## config.mk

```make
export PLATFORM = sky130hd
export DESIGN_NAME = bitmap_row_shear
export DESIGN_NICKNAME = d
export VERILOG_FILES = /design/src/hdl/brs_pkg.sv /design/src/hdl/brs_step.sv /design/src/hdl/bitmap_row_shear.sv
export SDC_FILE = /design/constraint.sdc
export NUM_CORES = 1
export LEC_CHECK = 0
export BUFFER_PORTS_ARGS = -buffer_cell sky130_fd_sc_hd__buf_2
export CORE_MARGIN = 2
export CORE_UTILIZATION = 50
export DETAILED_ROUTE_END_ITERATION = 10
export GPL_ROUTABILITY_DRIVEN = 1
export PLACE_DENSITY = 0.67
export SLEW_MARGIN = 0
export SYNTH_ARGS = -nofsm -noshare
export SYNTH_HDL_FRONTEND = slang
export SYNTH_SLANG_ARGS = --single-unit
```

## constraint.sdc

```tcl
create_clock -name clock -period 11.2 [get_ports clock]
set_input_delay 2.8 -clock clock [delete_from_list [all_inputs] [get_ports clock]]
set_output_delay 2.8 -clock clock [all_outputs]
set_load 0.03 [all_outputs]
```

## src/hdl/brs_pkg.sv

```systemverilog
// ----------------------------------------------------------------------------
// brs_pkg
// Types and constants shared by the row shear block and its step logic.
// ----------------------------------------------------------------------------
`default_nettype none

package brs_pkg;

   // Register indexes of the configuration port
   localparam logic [1:0] CSR_OLD_ROW_BYTES = 2'd0;
   localparam logic [1:0] CSR_NEW_ROW_BYTES = 2'd1;
   localparam logic [1:0] CSR_ROWS_PER_STEP = 2'd2;

   localparam logic [10:0] ROW_BYTES_MAX  = 11'd1024;
   localparam logic [9:0]  BYTE_SHIFT_MAX = 10'd1023;
   localparam logic [7:0]  WHITE_BYTE     = 8'hFF;

   localparam logic [10:0] OLD_ROW_BYTES_RST = 11'd4;
   localparam logic [10:0] NEW_ROW_BYTES_RST = 11'd8;
   localparam logic [15:0] ROWS_PER_STEP_RST = 16'd2048;
   localparam logic [15:0] COUNTDOWN_RST     = 16'd1024;

   typedef struct packed {
      logic [10:0] old_row_bytes;
      logic [10:0] new_row_bytes;
      logic [15:0] rows_per_step;
   } cfg_type;

   typedef struct packed {
      logic [2:0]  bit_shift;
      logic [9:0]  byte_shift;
      logic [15:0] step_countdown;
      logic [9:0]  in_position;
      logic [9:0]  out_position;
      logic [7:0]  carry_byte;
   } shear_state_type;

   typedef struct packed {
      logic [7:0]  out_byte;
      logic [10:0] repeat_count;
      logic        row_end;
      logic        last;
   } result_type;

   // Slot 0 fill run, slot 1 data word, slot 2 white tail
   typedef struct packed {
      logic [2:0]       vld;
      result_type [2:0] res;
   } bundle_type;

endpackage

`default_nettype wire

```

## src/hdl/brs_step.sv

```systemverilog
// ----------------------------------------------------------------------------
// brs_step
// Per-word shear logic: from the current state and one input word, works out
// the next state and the up to three results the word gives.
// ----------------------------------------------------------------------------
`default_nettype none

module brs_step (
   input  brs_pkg::cfg_type         cfg,
   input  brs_pkg::shear_state_type state_cur,
   input  logic [7:0]               pixel_byte,
   output brs_pkg::shear_state_type state_nxt,
   output brs_pkg::bundle_type      bundle
);
   import brs_pkg::*;

   logic [10:0] width;
   logic [10:0] old_w;
   logic        row_start;
   logic [7:0]  carry0;
   logic [15:0] shifted;
   logic [10:0] fill_cnt;
   logic [10:0] op1;
   logic [10:0] op2;
   logic [10:0] tail_cnt;
   logic        last_in;
   logic        data_vld;
   logic [7:0]  data_byte;
   logic [15:0] cd_dec;

   always_comb begin
      // Clamp row widths into the supported range
      width = cfg.new_row_bytes;
      if (width < 11'd2) width = 11'd2;
      if (width > ROW_BYTES_MAX) width = ROW_BYTES_MAX;
      old_w = cfg.old_row_bytes;
      if (old_w < 11'd1) old_w = 11'd1;
      if (old_w > ROW_BYTES_MAX) old_w = ROW_BYTES_MAX;

      row_start = (state_cur.in_position == 10'd0);
      carry0    = row_start ? ~(WHITE_BYTE >> state_cur.bit_shift) : state_cur.carry_byte;
      shifted   = {pixel_byte, 8'h00} >> state_cur.bit_shift;

      // Leading fill, clipped to the row
      fill_cnt = 11'd0;
      if (row_start) begin
         fill_cnt = ({1'b0, state_cur.byte_shift} < width) ?
                    {1'b0, state_cur.byte_shift} : width;
      end
      op1 = {1'b0, state_cur.out_position} + fill_cnt;

      last_in = ({1'b0, state_cur.in_position} + 11'd1) >= old_w;

      // Data word: merged pixels, or the closing partial word at row end
      if (!last_in) begin
         data_vld  = (op1 + 11'd2) < width;
         data_byte = carry0 | shifted[15:8];
      end else begin
         data_vld  = (op1 + 11'd1) < width;
         data_byte = carry0 | (WHITE_BYTE >> state_cur.bit_shift);
      end
      op2 = op1 + {10'd0, data_vld};

      // White tail up to the row end
      tail_cnt = 11'd0;
      if (last_in && (op2 < width)) tail_cnt = width - op2;

      bundle.vld[0] = (fill_cnt != 11'd0);
      bundle.vld[1] = data_vld;
      bundle.vld[2] = (tail_cnt != 11'd0);

      bundle.res[0].out_byte     = WHITE_BYTE;
      bundle.res[0].repeat_count = fill_cnt;
      bundle.res[0].row_end      = (op1 >= width);
      bundle.res[0].last         = !data_vld && (tail_cnt == 11'd0);

      bundle.res[1].out_byte     = data_byte;
      bundle.res[1].repeat_count = 11'd1;
      bundle.res[1].row_end      = (op2 >= width);
      bundle.res[1].last         = (tail_cnt == 11'd0);

      bundle.res[2].out_byte     = WHITE_BYTE;
      bundle.res[2].repeat_count = tail_cnt;
      bundle.res[2].row_end      = 1'b1;
      bundle.res[2].last         = 1'b1;

      // Advance the row and shift state
      state_nxt = state_cur;
      cd_dec    = state_cur.step_countdown - 16'd1;
      if (!last_in) begin
         state_nxt.in_position  = state_cur.in_position + 10'd1;
         state_nxt.out_position = op2[9:0];
         state_nxt.carry_byte   = data_vld ? shifted[7:0] : carry0;
      end else begin
         state_nxt.in_position    = 10'd0;
         state_nxt.out_position   = 10'd0;
         state_nxt.carry_byte     = carry0;
         state_nxt.step_countdown = cd_dec;
         if (cd_dec == 16'd0) begin
            state_nxt.step_countdown = (cfg.rows_per_step == 16'd0) ? 16'd1 :
                                       cfg.rows_per_step;
            state_nxt.bit_shift = state_cur.bit_shift + 3'd1;
            if ((state_cur.bit_shift == 3'd7) &&
                (state_cur.byte_shift != BYTE_SHIFT_MAX)) begin
               state_nxt.byte_shift = state_cur.byte_shift + 10'd1;
            end
         end
      end
   end

endmodule

`default_nettype wire

```

## src/hdl/bitmap_row_shear.sv

```systemverilog
// ----------------------------------------------------------------------------
// bitmap_row_shear
// Streaming horizontal shear of a one-bit-per-pixel image, fill runs coded
// as a single word with a repeat count.
// ----------------------------------------------------------------------------
// An input word is worked out in the cycle it is accepted and its up to
// three results (fill run, shifted data word, white tail) land in a
// three-slot hold register; they leave through a registered output stage one
// per cycle while the output does not stall. A word that gives one result
// lets the block take one word per cycle on the same terms; a word that gives
// more occupies the single output port one result at a time, and the next
// word is taken in the cycle the last of them moves to the output stage. A
// word that gives no result does not hold up the next word. Configuration
// writes take effect at once and are meant for idle periods only.
`default_nettype none

module bitmap_row_shear (
   input  logic        clock,
   input  logic        reset,
   input  logic        req_valid,
   output logic        req_ready,
   input  logic [7:0]  req_pixel_byte,
   output logic        rsp_valid,
   input  logic        rsp_ready,
   output logic [7:0]  rsp_out_byte,
   output logic [10:0] rsp_repeat_count,
   output logic        rsp_row_end,
   output logic        rsp_last,
   input  logic        csr_we,
   input  logic [1:0]  csr_index,
   input  logic [15:0] csr_wdata
);
   import brs_pkg::*;

   cfg_type         cfg_ff, cfg_in;
   shear_state_type state_ff, state_in, state_nxt;
   bundle_type      bundle;
   logic [2:0]       pend_vld_ff, pend_vld_in, pend_vld_left;
   result_type [2:0] pend_res_ff;
   logic             rsp_vld_ff, rsp_vld_in;
   result_type       rsp_res_ff, rsp_res_in;
   logic             out_free;
   logic             move;
   logic [2:0]       pop_sel;
   result_type       pop_res;
   logic             accept;

   brs_step u_step (
      .cfg        (cfg_ff),
      .state_cur  (state_ff),
      .pixel_byte (req_pixel_byte),
      .state_nxt  (state_nxt),
      .bundle     (bundle)
   );

   // Pick the oldest held result for the output stage
   always_comb begin
      out_free = !rsp_vld_ff || rsp_ready;
      move     = out_free && (pend_vld_ff != 3'b000);
      pop_sel  = 3'b000;
      pop_res  = pend_res_ff[2];
      if (pend_vld_ff[0]) begin
         pop_sel = 3'b001;
         pop_res = pend_res_ff[0];
      end else if (pend_vld_ff[1]) begin
         pop_sel = 3'b010;
         pop_res = pend_res_ff[1];
      end else if (pend_vld_ff[2]) begin
         pop_sel = 3'b100;
      end
      pend_vld_left = pend_vld_ff & ~(move ? pop_sel : 3'b000);
      req_ready     = (pend_vld_left == 3'b000);
      accept        = req_valid && req_ready;
      pend_vld_in   = accept ? bundle.vld : pend_vld_left;
   end

   // Output stage: load on a move, drop once taken
   always_comb begin
      rsp_vld_in = rsp_vld_ff;
      rsp_res_in = rsp_res_ff;
      if (move) begin
         rsp_vld_in = 1'b1;
         rsp_res_in = pop_res;
      end else if (rsp_ready) begin
         rsp_vld_in = 1'b0;
      end
   end

   // Configuration writes and state advance
   always_comb begin
      cfg_in   = cfg_ff;
      state_in = accept ? state_nxt : state_ff;
      if (csr_we) begin
         case (csr_index)
            CSR_OLD_ROW_BYTES: cfg_in.old_row_bytes = csr_wdata[10:0];
            CSR_NEW_ROW_BYTES: cfg_in.new_row_bytes = csr_wdata[10:0];
            CSR_ROWS_PER_STEP: begin
               cfg_in.rows_per_step     = csr_wdata;
               state_in.step_countdown  = (csr_wdata[15:1] == 15'd0) ? 16'd1 :
                                          {1'b0, csr_wdata[15:1]};
            end
            default: cfg_in = cfg_ff;
         endcase
      end
   end

   always_ff @(posedge clock) begin
      if (reset) begin
         cfg_ff.old_row_bytes    <= OLD_ROW_BYTES_RST;
         cfg_ff.new_row_bytes    <= NEW_ROW_BYTES_RST;
         cfg_ff.rows_per_step    <= ROWS_PER_STEP_RST;
         state_ff.bit_shift      <= 3'd0;
         state_ff.byte_shift     <= 10'd0;
         state_ff.step_countdown <= COUNTDOWN_RST;
         state_ff.in_position    <= 10'd0;
         state_ff.out_position   <= 10'd0;
         state_ff.carry_byte     <= 8'd0;
         pend_vld_ff             <= 3'b000;
         rsp_vld_ff              <= 1'b0;
      end else begin
         cfg_ff      <= cfg_in;
         state_ff    <= state_in;
         pend_vld_ff <= pend_vld_in;
         rsp_vld_ff  <= rsp_vld_in;
      end
   end

   // Hold payload, no reset needed
   always_ff @(posedge clock) begin
      if (accept) pend_res_ff <= bundle.res;
      rsp_res_ff <= rsp_res_in;
   end

   assign rsp_valid        = rsp_vld_ff;
   assign rsp_out_byte     = rsp_res_ff.out_byte;
   assign rsp_repeat_count = rsp_res_ff.repeat_count;
   assign rsp_row_end      = rsp_res_ff.row_end;
   assign rsp_last         = rsp_res_ff.last;

endmodule

`default_nettype wire

```

* After elaboration in Yosys (flattened, before gate mapping)
Cells that the tools add are included.
Word-level totals: word-level logic and storage cells 108, register bits after elaboration 154, input bits 31, output and inout port bits 23
Operators by class: $add $sub $neg 10, order comparisons 11, shifts and indexed selects 2, reductions and logical operators 25, mux-type cells 28, equal/unequal tests 4, bitwise logic cells 6
Operators with widths (number):
- $mux W16 | 5
- $mux W11 | 7
- $mux W44 | 1
- $ge A11 B11 Y1 | 3
- $lt A11 B11 Y1 | 3
- $logic_not A16 Y1 | 2
- $mux W28 | 1
- $mux W13 | 2
- $mux W8 | 3
- $gt A11 B11 Y1 const B | 2
- $reduce_bool A11 Y1 | 2
- $add A10 B1 Y10 const B | 2
- $or A8 B8 Y8 | 2
- $shr A16 B3 Y16 | 1
- $sub A16 B1 Y16 const B | 1
- $logic_not A15 Y1 | 1
- $mux W15 | 1
- $mux W3 | 5
- $add A10 B1 Y11 const B | 1
- $add A10 B11 Y11 | 1
- $add A11 B1 Y11 | 1
- $add A11 B1 Y11 const B | 1
- $add A11 B2 Y11 const B | 1
- $logic_not A11 Y1 | 1
- other kinds (27) | 36

* Longest topological paths before layout
word-level depth 17, depth in mapped cells 42, depth with buffers taken out 40

* Cells and area by module
A second synthesis with hierarchy kept.
Second synthesis, totals: cell total of the unflattened synthesis 1311, area, all modules 11634.9 sq um
By module, submodules not included:
- bitmap_row_shear | area each 6715.2 sq um, sequential area each 4504.3 sq um, cells each 597, instances 1
- brs_step | area each 4919.7 sq um, sequential area each 0.0 sq um, cells each 714, instances 1

* Worst setup path after synthesis
No wires, ideal clock.
kind register -> register, start reg cfg_ff[18] in the netlist's numbering, end reg pend_res_ff[52] in the netlist's numbering, data pin, arrival time 8.699 ns, path slack 2.231 ns, cell stages (with the launch flop) 41, library setup time 0.270 ns, required time 10.930 ns, buffers on the path 2, period minus slack after synthesis 8.969 ns, path through dfxtp_1 -> nor4_1 -> nand2_1 -> o31ai_1 -> nand2_1 -> ha_1 -> and4_1 -> a221oi_1 -> o21ai_0 -> o2bb2ai_1 -> buf_1 -> mux2i_1 -> nor2_1 -> ha_1 -> fa_1 -> a21o_1 -> a221oi_1 -> a21oi_1 -> (+5 left out) -> a211o_1 -> a31oi_1 -> nor2_1 -> o31a_1 -> o31ai_1 -> ha_1 -> ha_1 -> inv_1 -> xnor2_1 -> ha_1 -> o21a_1 -> o31a_1 -> o31ai_1 -> a21oi_1 -> a31oi_1 -> a21o_1 -> clkbuf_1 -> nor3_1
RTL lines:
- from (decl) | RTL line bitmap_row_shear.sv:35 | cfg_type cfg_ff, cfg_in;
- from (signal assigned) | RTL line bitmap_row_shear.sv:121 | cfg_ff <= cfg_in;
- to (signal assigned) | RTL line bitmap_row_shear.sv:130 | if (accept) pend_res_ff <= bundle.res;
- to (decl) | RTL line bitmap_row_shear.sv:39 | result_type [2:0] pend_res_ff;

==> results.md <==
- Rows: 52
- Final Hold Vio Count: 0
- TritonCTS Buffers: 17
- Share of cells above drive strength 1: 9.71%
- CP arrival: 10.31 ns
- Final WS setup: 1.16 ns
- Die Y: 147 µm
- Worst-path clk slew: 0.06 ns
- CTS tree: yes
- Area Growth Syn to Fin: 10.8%
- CP Launch Type: register
- Slew @ Worst Pin: 1.12 ns
- PwrDens: 144 nW/µm²
- Seq/Total Area, Yosys: 35.7%
- Critical path's largest stage delay: 0.65 ns
- Top cell type's share of synthesized area: 19.4%
- Die ar.: 21500 µm²
- Crit-path leading delay family: compound AO/OA/AOI/OAI gates
- WP buf/inv: 2
- Synthesized cell area: 10200 µm²
- Router iterations before antenna repair: 5
- Post-CTS resize count: 0
- Setup TNS: 0 ns
- Via-per-instance ratio: 5.97
- Nature of the critical path endpoint: register
- H-tree levels: 4
- Yosys reg bits: 154
- EDFF count, synth: 55
- WL final: 26800 µm
- Predominant post-synthesis flop cell: dfxtp_1
- # fillers: 1843
- Vias in the first global route: 8461
- Slowest-stage cell, CP: nor4bb_1
- Most common cell in the synthesized netlist: nor2_1
- RSZ-0062 raised after global routing: no
- Leakage: 4.64 nW
- Post-Synthesis Cells: 1176
- Pin count of the biggest net entering global routing: 68
- Clock buffer depth: 2
- Status: completed
- Asr flop ratio synth: 0%
- Cell repeated most along the worst path: ha_1
- Fin crit share: 89.7%
- IO Port Bufs: 53
- Top cells by instance count after synthesis: nor2_1 (129), nand2_1 (115), dfxtp_1 (99)
- Antenna-violating nets left: 0
- Util after Layout: 56.2%
- Yosys warnings: 0
- Min-Delay Path Class: register to register
- Setup-failing EPs final: 0
- Mean Syn Cell Area: 8.67 µm²
- Vias: 8866
- Hold Buf Count CTS: 0
- Worst IR drop on VDD: 0.116 mV
- Antenna violations before repair: 0
- Yosys top cell by area: dfxtp_1
- CTS root buf: clkbuf_16
- Initial Utilization: 50.7%
- TritonCTS Sinks: 154
- Initial DRC count: 610
- Die Width: 147 µm
- Gpl congestion: 0.917
- # IOs: 54
- Max Cap Viol: 0
- Max FO, Critical Path: 11
- Setup Slack @ Placement: 1.27 ns
- Post-CTS setup buffers: 0
- Distinct cells, synth: 75
- Tmin final: 10.04 ns
- Layout Nets: 1322
- First-pass GRT wire length: 43800 µm
- Relative slew slack: 24.7%
- Wire per inst: 18.0 µm
- Core area: 20100 µm²
- CP required: 11.46 ns
- Gr usage total: 25.4%
- Clock Skew: 0.0129 ns
- Slew Limit Fails: 0
- Critical path class: register to register
- Synth top area cells: dfxtp_1 (19%), edfxtp_1 (16%), ha_1 (11%), nor2_1 (4.8%), a21oi_1 (4.7%)
- Global route overflow: 0
- Post-route DRC: 0
- Worst skew pair latency: 0.43 ns
- Antenna cells: 0
- Syn Nets: 1296
- Fmax achieved: 0.0996 GHz
- Detailed placement HPWL: 19500 µm
metal layers:
| layer | vias to the layer above | global-route usage (%) | share of wire, % |
|---|---|---|---|
| met5 | - | 0 | 0 |
| met4 | 0 | 8.50 | 2.6 |
| met3 | 46 | 3.66 | 5.0 |
| met2 | 284 | 43.0 | 47 |
| met1 | 4156 | 33.6 | 45 |
| li1 | 4380 | - | - |
worst register-to-register path: cells and delay by family, from the launching register on:
family,cells,cell delay [ns]
AOI/OAI and AO/OA,16,3.56
xor gates and xnor gates,3,0.90
adders and majority gates,7,2.18
buffers and inverters,2,0.30
DFF,1,0.32
muxes,1,0.17
and+or+nand+nor,9,2.44
cells by family after synthesis:
kind of cell	share of synthesized area, %
AO/OA/AOI/OAI	18.0
XOR/XNOR	3.95
adder cells (fa/ha/maj)	11.2
buffers and inverters	3.97
flip-flops	35.7
multiplexers	5.12
other	0.0368
AND/OR/NAND/NOR	22.1
registers in the layout, summed over array words and instances, names as in the netlist:
name and count:
cfg_ff 38, pend_res_ff 34, pend_vld_ff 3, rsp_last 1, rsp_out_byte 8, rsp_repeat_count 11
rsp_row_end 1, rsp_valid 1, state_ff 57
final timing paths:
kind         cells past startpoint        from              to  slack (ns)
max                             38  cfg_ff[18]  pend_vld_ff[2]        1.16
min                              2   cfg_ff[0]       cfg_ff[0]        0.47
min reg2reg                      2   cfg_ff[0]       cfg_ff[0]        0.47
max reg2reg                     38  cfg_ff[18]  pend_vld_ff[2]        1.16
final cells by class:
| type | count | area, µm² | share of cell area [%] |
|---|---|---|---|
| Multi-Input combinational cell | 917 | 6170 | 54.6 |
| Sequential cell | 154 | 3630 | 32.2 |
| Clock buffer | 17 | 425 | 3.77 |
| Timing Repair Buffer | 67 | 370 | 3.28 |
| Tap cell | 270 | 338 | 2.99 |
| Clock inverter | 15 | 186 | 1.65 |
| Inverter | 45 | 169 | 1.50 |
report_power, final:
group / switching (mW) / internal, mW / total, mW
combinational: 0.239 / 0.140 / 0.379
clock: 0.244 / 0.355 / 0.599
sequential: 0.0239 / 0.624 / 0.647
total: 0.506 / 1.12 / 1.62
placed cells by master (no fill, tap or decap), types with 14 or more instances in the layout:
master     Yosys  final
nor2_1       129    129
nand2_1      115    115
dfxtp_1       99     99
a21oi_1       95     95
ha_1          87     87
edfxtp_1      55     55
buf_2          2     53
o21ai_0       45     45
inv_1         43     43
mux2i_1       42     42
nand3_1       28     28
nor3_1        26     26
xor2_1        23     23
xnor2_1       23     23
nor4_1        22     22
nand4_1       22     22
nand2b_1      20     20
and3_1        18     18
clkbuf_16      0     17
o21a_1        14     14
nand3b_1      14     14
buf_4          0     14
stage by stage:
step | cell area, µm² | power [mW] | hold WS (ns) | std cells
5_1_grt | 11300 | 1.69 | 0.494 | 1485
6_report | 11300 | 1.62 | 0.467 | 1485
2_1_floorplan | 10200 | 0.925 | 0.436 | 1176
3_3_place_gp | 10700 | 1.02 | 0.455 | 1453
3_5_place_dp | 10700 | 1.03 | 0.457 | 1453
4_1_cts | 11300 | 1.63 | 0.466 | 1485
Power figures use the tool's default switching activity.
